## src/rtl/pts_pkg.sv

```systemverilog
// pts_pkg: shared types and constants for the priority thread scheduler
// no dependencies

package pts_pkg;

	localparam int unsigned THREADS_DEF     = 8;
	localparam int unsigned SEMAPHORES_DEF  = 8;
	localparam int unsigned COUNT_WIDTH_DEF = 16;
	localparam logic [7:0]  NEVER_PRIO      = 8'd255;

	typedef enum logic [2:0] {
		ACT_SLICE   = 3'd0,
		ACT_TICK    = 3'd1,
		ACT_SLEEP   = 3'd2,
		ACT_WAIT    = 3'd3,
		ACT_SIGNAL  = 3'd4,
		ACT_INIT    = 3'd5,
		ACT_UNUSED6 = 3'd6,
		ACT_UNUSED7 = 3'd7
	} action_t;

	typedef enum logic [1:0] {
		ST_OK     = 2'd0,
		ST_NOELIG = 2'd1,
		ST_NOWAIT = 2'd2,
		ST_SAT    = 2'd3
	} status_t;

	typedef enum logic [2:0] {
		FSM_IDLE,
		FSM_SEMRD,
		FSM_SCAN,
		FSM_TICK,
		FSM_DONE
	} fsm_t;

endpackage

```

## src/rtl/priority_thread_scheduler.sv

```systemverilog
// priority_thread_scheduler: top level, sequencer around thread and semaphore memories
// depends on pts_pkg, pts_thread_mem, pts_sem_mem
//
//  channel   | signals                                          | dir
//  request   | valid, ready, action, sleep_time, semaphore_index, init_value | in
//  result    | out_valid, out_ready, running_thread, caller_blocked,
//            | woken_thread, woke, semaphore_count, status      | out
//  config    | cfg_we, cfg_wdata                                | in
//
// one request at a time: for init and unused actions the sequencer passes FSM_SEMRD and
// FSM_DONE before out_valid rises; actions that walk the thread memory pass FSM_SCAN or
// FSM_TICK in between (one entry read per cycle, one write-back per cycle).
// after reset a clearing pass over the thread and semaphore memories runs first.
// a waiting result holds in its register; ready drops until it is taken and
// returns the cycle after.

module priority_thread_scheduler import pts_pkg::*; #(
	parameter int unsigned THREADS     = THREADS_DEF,
	parameter int unsigned SEMAPHORES  = SEMAPHORES_DEF,
	parameter int unsigned COUNT_WIDTH = COUNT_WIDTH_DEF
) (
	input  logic                    clk,
	input  logic                    arst_n,
	input  logic                    cfg_we,
	input  logic [63:0]             cfg_wdata,
	input  logic                    valid,
	output logic                    ready,
	input  logic [2:0]              action,
	input  logic [31:0]             sleep_time,
	input  logic [2:0]              semaphore_index,
	input  logic signed [15:0]      init_value,
	output logic                    out_valid,
	input  logic                    out_ready,
	output logic [2:0]              running_thread,
	output logic                    caller_blocked,
	output logic [2:0]              woken_thread,
	output logic                    woke,
	output logic signed [15:0]      semaphore_count,
	output logic [1:0]              status
);

	localparam int unsigned TW  = (THREADS > 1) ? $clog2(THREADS) : 1;
	localparam int unsigned SW  = (SEMAPHORES > 1) ? $clog2(SEMAPHORES) : 1;
	localparam int unsigned CLR = (THREADS > SEMAPHORES) ? THREADS : SEMAPHORES;
	localparam int unsigned CW  = $clog2(CLR + 1);
	localparam int unsigned KW  = $clog2(THREADS + 2);
	localparam int unsigned SUMW = KW + 1;
	localparam logic signed [COUNT_WIDTH-1:0] CMAX = {1'b0, {(COUNT_WIDTH-1){1'b1}}};
	localparam logic signed [COUNT_WIDTH-1:0] CMIN = {1'b1, {(COUNT_WIDTH-1){1'b0}}};

	fsm_t state_q, state_d;

	logic [63:0]   prio_q;
	logic [TW-1:0] cur_q;
	logic          clr_q;
	logic [CW-1:0] clr_cnt_q;

	// latched request
	logic [2:0]    act_q;
	logic [31:0]   stime_q;
	logic [SW-1:0] sem_q;
	logic signed [15:0] ival_q;

	// scan state
	logic [KW-1:0] k_q;          // entries issued
	logic [TW-1:0] rd_t_q;       // thread whose data is arriving
	logic          rd_v_q;
	logic [TW-1:0] best_t_q;
	logic [7:0]    best_p_q;
	logic          found_q;
	logic          woke_q;
	logic [TW-1:0] woken_q;
	logic          blk_q;
	logic [1:0]    st_q;
	logic signed [COUNT_WIDTH-1:0] cnt_q;
	logic          do_sched_q;
	logic          do_wake_q;

	// result register
	logic          ov_q;
	logic [2:0]    r_run_q;
	logic          r_cb_q;
	logic [2:0]    r_wt_q;
	logic          r_wk_q;
	logic [15:0]   r_cnt_q;
	logic [1:0]    r_st_q;

	// memory ports
	logic          tm_we;
	logic [TW-1:0] tm_waddr, tm_raddr;
	logic [31:0]   tm_wsleep, tm_rsleep;
	logic          tm_wblk, tm_rblk;
	logic [SW-1:0] tm_wsem, tm_rsem;
	logic          sm_we;
	logic [SW-1:0] sm_waddr, sm_raddr;
	logic signed [COUNT_WIDTH-1:0] sm_wdata, sm_rdata;

	pts_thread_mem #(.THREADS(THREADS), .SW(SW), .TW(TW)) u_tmem (
		.clk, .we(tm_we), .waddr(tm_waddr), .wsleep(tm_wsleep), .wblk(tm_wblk),
		.wsem(tm_wsem), .raddr(tm_raddr), .rsleep(tm_rsleep), .rblk(tm_rblk),
		.rsem(tm_rsem)
	);

	pts_sem_mem #(.SEMAPHORES(SEMAPHORES), .COUNT_WIDTH(COUNT_WIDTH), .SW(SW)) u_smem (
		.clk, .we(sm_we), .waddr(sm_waddr), .wdata(sm_wdata), .raddr(sm_raddr),
		.rdata(sm_rdata)
	);

	function automatic logic [7:0] prio_of(input logic [63:0] p, input logic [TW-1:0] t);
		logic [7:0] r;
		r = NEVER_PRIO;
		for (int i = 0; i < 8; i++) begin
			if (32'(t) == i) r = p[8*i +: 8];
		end
		return r;
	endfunction

	// index taken modulo the semaphore count, as a small table
	function automatic logic [SW-1:0] sem_wrap(input logic [2:0] idx);
		logic [SW-1:0] r;
		r = '0;
		for (int v = 0; v < 8; v++) begin
			if (32'(idx) == v) r = SW'(v % SEMAPHORES);
		end
		return r;
	endfunction

	logic [SW-1:0] sem_in;
	logic [TW-1:0] issue_t;
	logic [SUMW-1:0] isum;
	logic          scan_issue;
	logic [7:0]    rd_prio;
	logic          elig;
	logic signed [COUNT_WIDTH-1:0] ival_cl;
	logic          ival_sat;
	logic signed [31:0] ival_ext;
	logic signed [COUNT_WIDTH-1:0] cnt_n;
	logic [1:0]    st_n;
	logic          blk_n, sched_n, wake_n;

	assign sem_in = sem_wrap(semaphore_index);
	assign ready  = (state_q == FSM_IDLE) && !clr_q && !ov_q;
	assign rd_prio = prio_of(prio_q, rd_t_q);
	assign elig   = !tm_rblk && (tm_rsleep == '0);
	assign ival_ext = 32'(ival_q);

	always_comb begin
		ival_sat = 1'b0;
		ival_cl  = COUNT_WIDTH'(ival_ext);
		if (ival_ext > 32'(CMAX)) begin
			ival_cl = CMAX; ival_sat = 1'b1;
		end else if (ival_ext < 32'(CMIN)) begin
			ival_cl = CMIN; ival_sat = 1'b1;
		end
	end

	// decision on the semaphore read, taken in FSM_SEMRD
	always_comb begin
		cnt_n   = sm_rdata;
		st_n    = ST_OK;
		blk_n   = 1'b0;
		sched_n = 1'b0;
		wake_n  = 1'b0;
		case (act_q)
			ACT_SLICE, ACT_SLEEP: sched_n = 1'b1;
			ACT_WAIT: begin
				if (sm_rdata == CMIN) st_n = ST_SAT;
				else cnt_n = sm_rdata - 1'b1;
				// the caller blocks whenever the count was zero or below
				if (sm_rdata <= 0) begin
					blk_n = 1'b1; sched_n = 1'b1;
				end
			end
			ACT_SIGNAL: begin
				if (sm_rdata == CMAX) st_n = ST_SAT;
				else begin
					cnt_n = sm_rdata + 1'b1;
					if (sm_rdata < 0) wake_n = 1'b1;
				end
			end
			ACT_INIT: begin
				cnt_n = ival_cl;
				if (ival_sat) st_n = ST_SAT;
			end
			default: ;
		endcase
	end

	// entry issued this cycle during a walk: ring order after current
	always_comb begin
		isum = SUMW'(cur_q) + SUMW'(k_q) + 1'b1;
		if (isum >= SUMW'(THREADS)) isum = isum - SUMW'(THREADS);
		issue_t = scan_issue ? TW'(isum) : cur_q;
	end
	assign scan_issue = (k_q < KW'(THREADS));

	always_comb begin
		state_d  = state_q;
		tm_we    = 1'b0;
		tm_waddr = cur_q;
		tm_wsleep = tm_rsleep;
		tm_wblk  = tm_rblk;
		tm_wsem  = tm_rsem;
		tm_raddr = issue_t;
		sm_we    = 1'b0;
		sm_waddr = sem_q;
		sm_wdata = cnt_q;
		sm_raddr = sem_in;
		if (clr_q) begin
			tm_we = (clr_cnt_q < CW'(THREADS));
			tm_waddr = TW'(clr_cnt_q);
			tm_wsleep = '0; tm_wblk = 1'b0; tm_wsem = '0;
			sm_we = (clr_cnt_q < CW'(SEMAPHORES));
			sm_waddr = SW'(clr_cnt_q);
			sm_wdata = '0;
		end
		case (state_q)
			FSM_IDLE: begin
				// caller's entry is read at accept
				tm_raddr = cur_q;
				if (valid && ready) state_d = FSM_SEMRD;
			end
			FSM_SEMRD: begin
				// sleep and a blocking wait update the caller's entry now
				if (act_q == ACT_SLEEP) begin
					tm_we = 1'b1; tm_wsleep = stime_q;
				end
				if (blk_n) begin
					tm_we = 1'b1; tm_wblk = 1'b1; tm_wsem = sem_q;
				end
				if (act_q == ACT_INIT) begin
					sm_we = 1'b1; sm_wdata = ival_cl;
				end
				case (act_q)
					ACT_SLICE, ACT_SLEEP, ACT_WAIT, ACT_SIGNAL: state_d = FSM_SCAN;
					ACT_TICK: state_d = FSM_TICK;
					default: state_d = FSM_DONE;
				endcase
			end
			FSM_SCAN, FSM_TICK: begin
				if (rd_v_q) begin
					if (state_q == FSM_TICK && tm_rsleep != '0) begin
						tm_we = 1'b1; tm_waddr = rd_t_q;
						tm_wsleep = tm_rsleep - 1'b1;
					end
					if (state_q == FSM_SCAN && do_wake_q && !woke_q && tm_rblk
						&& tm_rsem == sem_q) begin
						tm_we = 1'b1; tm_waddr = rd_t_q;
						tm_wblk = 1'b0; tm_wsem = '0;
					end
				end
				if (!scan_issue && !rd_v_q) state_d = FSM_DONE;
			end
			FSM_DONE: begin
				if (act_q == ACT_WAIT || act_q == ACT_SIGNAL) sm_we = 1'b1;
				state_d = FSM_IDLE;
			end
			default: state_d = FSM_IDLE;
		endcase
	end

	always_ff @(posedge clk or negedge arst_n) begin
		if (!arst_n) begin
			state_q   <= FSM_IDLE;
			prio_q    <= '0;
			cur_q     <= '0;
			clr_q     <= 1'b1;
			clr_cnt_q <= '0;
			ov_q      <= 1'b0;
			k_q       <= '0;
			rd_v_q    <= 1'b0;
		end else begin
			state_q <= state_d;
			if (cfg_we) prio_q <= cfg_wdata;
			if (clr_q) begin
				clr_cnt_q <= clr_cnt_q + 1'b1;
				if (clr_cnt_q == CW'(CLR - 1)) clr_q <= 1'b0;
			end
			if (ov_q && out_ready) ov_q <= 1'b0;
			rd_v_q <= ((state_q == FSM_SCAN) || (state_q == FSM_TICK)) && scan_issue;
			case (state_q)
				FSM_IDLE: k_q <= '0;
				FSM_SEMRD: begin
					k_q <= '0;
				end
				FSM_SCAN, FSM_TICK: begin
					if (scan_issue) k_q <= k_q + 1'b1;
				end
				FSM_DONE: begin
					ov_q <= 1'b1;
					if (do_sched_q && found_q) cur_q <= best_t_q;
				end
				default: ;
			endcase
		end
	end

	// datapath registers, no reset
	always_ff @(posedge clk) begin
		rd_t_q <= issue_t;
		case (state_q)
			FSM_IDLE: begin
				act_q <= action; stime_q <= sleep_time;
				sem_q <= sem_in; ival_q <= init_value;
			end
			FSM_SEMRD: begin
				found_q <= 1'b0; best_p_q <= NEVER_PRIO; best_t_q <= cur_q;
				woke_q <= 1'b0; woken_q <= '0; blk_q <= blk_n; st_q <= st_n;
				cnt_q <= cnt_n; do_sched_q <= sched_n; do_wake_q <= wake_n;
			end
			FSM_SCAN: begin
				if (rd_v_q) begin
					if (do_sched_q && elig && rd_prio < best_p_q) begin
						best_p_q <= rd_prio; best_t_q <= rd_t_q; found_q <= 1'b1;
					end
					if (do_wake_q && !woke_q && tm_rblk && tm_rsem == sem_q) begin
						woke_q <= 1'b1; woken_q <= rd_t_q;
					end
				end
			end
			FSM_DONE: begin
				r_run_q <= 3'((do_sched_q && found_q) ? best_t_q : cur_q);
				r_cb_q  <= blk_q;
				r_wt_q  <= 3'(woken_q);
				r_wk_q  <= woke_q;
				r_cnt_q <= 16'(cnt_q);
				if (do_sched_q && !found_q) r_st_q <= ST_NOELIG;
				else if (do_wake_q && !woke_q) r_st_q <= ST_NOWAIT;
				else r_st_q <= st_q;
			end
			default: ;
		endcase
	end

	assign out_valid       = ov_q;
	assign running_thread  = r_run_q;
	assign caller_blocked  = r_cb_q;
	assign woken_thread    = r_wt_q;
	assign woke            = r_wk_q;
	assign semaphore_count = r_cnt_q;
	assign status          = r_st_q;

	a_one_req: assert property (@(posedge clk) disable iff (!arst_n)
		(state_q != FSM_IDLE) |-> !ready) else $error("request taken while busy");
	a_res_hold: assert property (@(posedge clk) disable iff (!arst_n)
		(ov_q && !out_ready) |=> ov_q) else $error("result dropped");
	a_clr_block: assert property (@(posedge clk) disable iff (!arst_n)
		clr_q |-> !ready) else $error("request during clearing pass");

endmodule

```

## src/rtl/pts_thread_mem.sv

```systemverilog
// pts_thread_mem: per-thread state memory (sleep counter, blocked mark, semaphore)
// depends on pts_pkg

module pts_thread_mem import pts_pkg::*; #(
	parameter int unsigned THREADS = THREADS_DEF,
	parameter int unsigned SW      = 3,
	parameter int unsigned TW      = 3
) (
	input  logic              clk,
	input  logic              we,
	input  logic [TW-1:0]     waddr,
	input  logic [31:0]       wsleep,
	input  logic              wblk,
	input  logic [SW-1:0]     wsem,
	input  logic [TW-1:0]     raddr,
	output logic [31:0]       rsleep,
	output logic              rblk,
	output logic [SW-1:0]     rsem
);

	logic [32+SW:0] mem [THREADS];
	logic [32+SW:0] rd_q;

	always_ff @(posedge clk) begin
		if (we) begin
			mem[waddr] <= {wsleep, wblk, wsem};
		end
		rd_q <= mem[raddr];
	end

	assign rsleep = rd_q[32+SW:SW+1];
	assign rblk   = rd_q[SW];
	assign rsem   = rd_q[SW-1:0];

endmodule

```

## src/rtl/pts_sem_mem.sv

```systemverilog
// pts_sem_mem: semaphore count memory
// depends on pts_pkg

module pts_sem_mem import pts_pkg::*; #(
	parameter int unsigned SEMAPHORES  = SEMAPHORES_DEF,
	parameter int unsigned COUNT_WIDTH = COUNT_WIDTH_DEF,
	parameter int unsigned SW          = 3
) (
	input  logic                          clk,
	input  logic                          we,
	input  logic [SW-1:0]                 waddr,
	input  logic signed [COUNT_WIDTH-1:0] wdata,
	input  logic [SW-1:0]                 raddr,
	output logic signed [COUNT_WIDTH-1:0] rdata
);

	logic signed [COUNT_WIDTH-1:0] mem [SEMAPHORES];

	always_ff @(posedge clk) begin
		if (we) begin
			mem[waddr] <= wdata;
		end
		rdata <= mem[raddr];
	end

endmodule
```

## config.mk

```make
export PLATFORM = sky130hd
export DESIGN_NAME = priority_thread_scheduler
export DESIGN_NICKNAME = d
export VERILOG_FILES = /design/src/rtl/pts_pkg.sv /design/src/rtl/priority_thread_scheduler.sv /design/src/rtl/pts_thread_mem.sv /design/src/rtl/pts_sem_mem.sv
export SDC_FILE = /design/constraint.sdc
export NUM_CORES = 1
export LEC_CHECK = 0
export ABC_CLOCK_PERIOD_IN_PS = 9100
export CAP_MARGIN = 30
export CORE_UTILIZATION = 45
export CTS_CLUSTER_DIAMETER = 50
export CTS_CLUSTER_SIZE = 20
export DETAILED_ROUTE_END_ITERATION = 10
export DONT_BUFFER_PORTS = 1
export PLACE_DENSITY = 0.7
export SLEW_MARGIN = 20
export SYNTH_ARGS = -nofsm -noshare
export SYNTH_HDL_FRONTEND = slang
export SYNTH_SLANG_ARGS = --single-unit
```

## constraint.sdc

```tcl
create_clock -name clk -period 9.1 [get_ports clk]
set_input_delay 0.91 -clock clk [delete_from_list [all_inputs] [get_ports clk]]
set_output_delay 0.91 -clock clk [all_outputs]
set_load 0.05 [all_outputs]
```

* Word-level counts from Yosys, hierarchy flattened *
Memory sizes are Yosys's and may differ from the RTL's. A register that Yosys moved wholly into a read port is not among the register bits.
Index checks and enable logic that the tools add are counted.

operators by class
  $add $sub $neg = 8
  magnitude comparators = 8
  bitwise logic cells = 1
  multiplexer cells = 98
  eq/ne operators = 33
  reduce and logical (&&, ||, !) cells = 45

operators with widths
  cell                                                             number
  two-way mux 32 bit                                               4
  two-way mux 16 bit                                               7
  two-way mux 8 bit                                                10
  two-way mux 3 bit                                                25
  case mux 32 bit (2 select lines)                                 1
  case mux 16 bit (3 select lines)                                 1
  == test 3 bit, second input constant                             11
  == test 16 bit, second input constant                            2
  logical NOT 32 bit                                               1
  nonzero test 32 bit                                              1
  subtractor 32 x 1 -> 32 bit, second input constant               1
  two-way mux 1 bit                                                30
  == test 3 x 2 -> 1 bit, second input constant                    8
  case mux 3 bit (2 select lines)                                  4
  logical AND 1 bit                                                19
  adder 16 x 1 -> 16 bit, second input constant                    1
  greater-than comparator 16 bit, second input constant            1
  less-or-equal comparator 16 x 1 -> 1 bit, second input constant  1
  < comparator 16 x 1 -> 1 bit, second input constant              1
  < comparator 16 bit, second input constant                       1
  case mux 8 bit (2 select lines)                                  1
  subtractor 16 x 1 -> 16 bit, second input constant               1
  == test 3 x 1 -> 1 bit, second input constant                    4
  case mux 1 bit (2 select lines)                                  6
  other kinds (25)                                                 51

word-level totals
  output and inout bits = 28
  RAM bits = 416
  register bits after elaboration = 201
  memories = 2
  logic and storage cells = 224

memory list
  memory      words  width  rd ports  clocked after memory_dff  wr ports  RTL line              text
  u_tmem.mem  8      36     1         1                         1         pts_thread_mem.sv:21  logic [32+SW:0] mem [THREADS];
  u_smem.mem  8      16     1         1                         1         pts_sem_mem.sv:17     logic signed [COUNT_WIDTH-1:0] mem [SEMAPHORES];

* Depth between registers and ports, before layout *
  depth in word-level cells = 14
  depth in mapped cells = 12
  mapped depth without buffers = 11

* By module *
Synthesis repeated with hierarchy kept, for this count alone.

unflattened totals
  cells, all modules = 1746
  area, all modules = 28319.7 um^2

by module, submodules not included
  module                     seq. area each (um^2)  area an instance (um^2)  cells each  times used
  pts_thread_mem             9369.0                 11862.6                  465         1
  priority_thread_scheduler  5571.6                 11163.2                  1067        1
  pts_sem_mem                4164.0                 5293.8                   214         1

* Worst setup path after synthesis *
Ideal clock, no wire load.

  path type = reg2reg
  from = register u_tmem.rd_q[8], read port of u_tmem.mem
  to = memory u_tmem.mem[0][0] (netlist name) (enable)
  path slack = 2820 ps
  required time = 8570 ps
  setup time = 530 ps
  arrival = 5751 ps
  path buffers = 1
  cell stages (with the launch flop) = 7
  path through = dfxtp_1 or4_4 or3_4 o31ai_4 nand2_2 buf_4 o41ai_1

between the ends
  word-level cells in the longest chain between the ends = 8
  elaborated cells between the ends (all ways) = 12
  classes of those cells = 10 x mux; 2 x reduce/logical

ends and longest elaborated chain
  element                                  RTL line                          text
  start, declared                          pts_thread_mem.sv:22              logic [32+SW:0] rd_q;
  nonzero test 32 bit (*)                  priority_thread_scheduler.sv:242  if (state_q == FSM_TICK && tm_rsleep != '0) begin
  logical AND 1 bit (*)                    priority_thread_scheduler.sv:242
  two-way mux 1 bit                        priority_thread_scheduler.sv:242
  two-way mux 1 bit                        priority_thread_scheduler.sv:246  if (state_q == FSM_SCAN && do_wake_q && !woke_q && tm_rblk
  two-way mux 1 bit                        priority_thread_scheduler.sv:241  if (rd_v_q) begin
  case mux 1 bit (2 select lines)          priority_thread_scheduler.sv:217  case (state_q)
  two-way mux 1 bit                        pts_thread_mem.sv:25              if (we) begin
  two-way mux 1 bit (not written as such)  pts_thread_mem.sv:26              mem[waddr] <= {wsleep, wblk, wsem};
  end, declared                            pts_thread_mem.sv:21

Every way passes the cells marked *; elsewhere a longest branch is shown, timed or not.

* Worst setup path in the final report *
  from = register u_smem.rdata[0], read port of u_smem.mem
  to = memory u_tmem.mem[5][30] (netlist name) (enable)

between the ends
  word-level cells in the longest chain between the ends = 7

ends and longest elaborated chain
  element                                   RTL line                          text
  start, declared                           pts_sem_mem.sv:14                 output logic signed [COUNT_WIDTH-1:0] rdata
  less-or-equal comparator 16 x 1 -> 1 bit  priority_thread_scheduler.sv:170  if (sm_rdata <= 0) begin
  two-way mux 1 bit                         priority_thread_scheduler.sv:170
  two-way mux 1 bit                         priority_thread_scheduler.sv:164  case (act_q)
  two-way mux 1 bit                         priority_thread_scheduler.sv:228  if (blk_n) begin
  case mux 1 bit (2 select lines)           priority_thread_scheduler.sv:217
  two-way mux 1 bit                         pts_thread_mem.sv:25
  two-way mux 1 bit (not written as such)   pts_thread_mem.sv:26

Every way passes these cells.

==> reports/metrics.yaml <==
status:
  outcome: "completed"
grt:
  antenna_found_initial: 4
  grt_use_met3_pct: 3.44
  grt_util_met2_pct: 33.9
  grt_pass1_wl_um: 94300
  grt_max_degree: 81
  gr-total-overflow: 0
  grt_pass1_vias: 15400
  track_usage_pct: 19.9
  met1_usage_pct: 26.0
  gr-max-usage-layer: "met2"
run:
  drv_cap: 0
synthesis:
  synth-main-ff-cell: "edfxtp_1"
  ys_warn_count: 0
  synth_area_um2: 27500
  synth_edf_count: 532
  synth_top_cells_by_area: "edfxtp_1 (58%), mux4_2 (9.3%), dfrtp_1 (7.3%), mux2_2 (5.2%), dfxtp_1 (4.0%)"
  synth.yosys.seq_area_share_pct: 69.5
  synth-async-reset-ratio_pct: 12.1
  ys_types: 79
  yosysMostFrequentCell: "edfxtp_1"
  yosysTopAreaCell: "edfxtp_1"
  syn-instance-count: 1686
  synth_top_area_share_pct: 58.1
  syn_area_per_cell_um2: 16.3
  syn-num-nets: 1824
  yosys-top-cells-count: "edfxtp_1 (532), mux2_2 (128), nand2_1 (116)"
  ys_seq_elements: 668
place:
  hpwl_um: 38100
  port_buffers: 0
  placed_area_um2: 28500
  gp_congestion: 0.909
cts:
  cts_made_buffers: 66
  post_cts_buffers: 0
  root_buffer: "clkbuf_16"
  clock_latency_ns: 0.62
  cts_tree: "built"
  clkTransAtPathRegs_ns: 0.06
  clk_path_buf_depth: 3
  htreeDepth: 3
  clkSinkCount: 668
detailed_routing:
  antenna_left: 0
  drt_iter0_markers: 1583
  vias: 15100
  drc_errors: 0
  drtPass1Iterations: 6
  viasPerCell: 5.92
  wl_per_cell_um: 24.0
  wirelength_um: 61400
floorplan:
  core-area_um2: 60400
  ios: 151
  start_util_pct: 45.5
  die_w_um: 249
  die_h_um: 249
  rows: 90
  fp.dieArea_um2: 62100
finish:
  multi_input_area_um2: 7990
  final_nets: 1852
  fin_util_pct: 51.4
  ff_latch_area_um2: 19100
  syn2layout_area_growth_pct: 12.8
  stdcell_area_um2: 31000
  fill_cells: 4797
  drive_above_1_share_pct: 24.7
timing:
  fmax_mhz: 250
  max-slew-margin-rel_pct: 33.2
  period_share_pct: 43.9
  slew_viol_final: 0
  rsz0062_at_grt: "false"
  max_slew.worst_pin.slew_ns: 0.991
  clock-skew-final_ns: 0.0466
  tns_ns: 0
  hold_violations: 0
  setup_viol: 0
  post-route-min-period_ns: 3.99
critical_path:
  worstRegToRegCells: 9
  rr_startpoint: "u_smem.rdata[0]"
  r2r_end: "u_tmem.mem[5][30]"
  crit_type: "reg -> reg"
  endpoint_kind: "flop"
  cp_max_fo: 36
  critPathLaunchType: "flop"
  cp.arrival_ns: 4.21
  rrSetupSlack_ns: 5.11
  crit_required_ns: 9.32
pwr:
  p_seq_share_pct: 43.0
  ir_worst_vdd_mv: 0.276
  power.leakage_uw: 0.0104
  switching_share_pct: 32.3
  total_power_uw: 10600
  internal_power_uw: 7170
  power.density_nw_per_um2: 341
  p_switching_uw: 3420
  power_frac_comb_pct: 29.3
  clock_power_share_pct: 27.7
worst_hold_path:
  hold_class: "in -> async"
==> critical path: stages (launching register included) <==
cell and delay [ns]:
dfxtp_1 0.36, inv_1 0.11, ha_1 0.23, nor4b_1 0.68, a31oi_1 0.34, nor3_2 0.48, nor3b_1 0.21, buf_2 0.22
o41ai_2 0.36, buf_4 0.60
==> what timing repair did <==
item / CTS / global route
endpoints found under the hold margin: 80 / 0
hold buffers: 1 / 0
gates resized for setup: 0 / 0
setup endpoints to repair: 0 / 0
==> how the worst max path moves through the flow <==
stage	to	cells after the start	start
2_1_floorplan	u_tmem.mem[0][0]	6	u_tmem.rd_q[8]
3_3_place_gp	u_tmem.rd_q[31]	7	state_q[0]
3_5_place_dp	u_tmem.rd_q[31]	7	state_q[0]
4_1_cts	u_tmem.rd_q[31]	7	state_q[0]
5_1_grt	u_tmem.mem[4][31]	9	u_smem.rdata[0]
6_report	u_tmem.mem[5][30]	9	u_smem.rdata[0]
==> through the flow <==
step	hold WS [ns]	instances	setup slack, ns
2_1_floorplan	0.400	1686	2.82
3_3_place_gp	0.414	2406	5.11
3_5_place_dp	0.412	2413	5.10
4_1_cts	0.114	2535	5.10
5_1_grt	0.126	2553	4.83
6_report	0.144	2553	5.11
==> power by group through the flow <==
stage	Clock, uW	Combinational [uW]	Sequential (uW)
floorplan	0	2330	4430
global placement	0	2980	4600
detailed placement	0	3080	4610
CTS	2990	3110	4550
global route	3100	3370	4590
finish	2930	3100	4550
==> layout by cell type (no fill, tap or decap), types with 44 or more instances in the layout <==
cell / instances
edfxtp_1: 532
mux2_2: 128
nand2_1: 116
mux4_2: 114
nor2_1: 84
dfrtp_1: 80
o21ai_0: 69
clkbuf_16: 68
dfxtp_1: 55
a21oi_1: 44
==> sequential cells by signal, summed over array words and instances, names as in the netlist, 16 cells and up <==
register,flops
u_tmem.rd_q,36
prio_q,64
u_smem.rdata,16
cnt_q,16
u_tmem.mem,288
semaphore_count,16
u_smem.mem,128
stime_q,32
ival_q,16
==> cell families after synthesis <==
kind of cell	after synthesis	synth area share, %
AO/OA/AOI/OAI	242	5.83
XOR/XNOR	14	0.446
adder cells (fa/ha/maj)	15	0.710
buffers and inverters	129	1.83
flip-flops	668	69.5
multiplexers	253	15.0
AND/OR/NAND/NOR	365	6.66
==> per-layer routing <==
layer | wire (um) | share of wire (%) | up-vias
met1 | 25000 | 41 | 7740
li1 | - | - | 6726
met2 | 31300 | 51 | 541
met4 | 1440 | 2.3 | 0
met5 | 0 | 0 | -
met3 | 3630 | 5.9 | 106
==> area by class of cell <==
cell class,instances,share of cell area (%)
clock buffers,72,5.57
inverters,36,0.436
multi-input cells,889,25.8
clock inverters,49,2.09
repair buffers,53,1.32
well taps,782,3.16
flip-flops and latches,668,61.6
diodes,4,0.0323
Note: power is estimated with default switching activity, not from simulation.
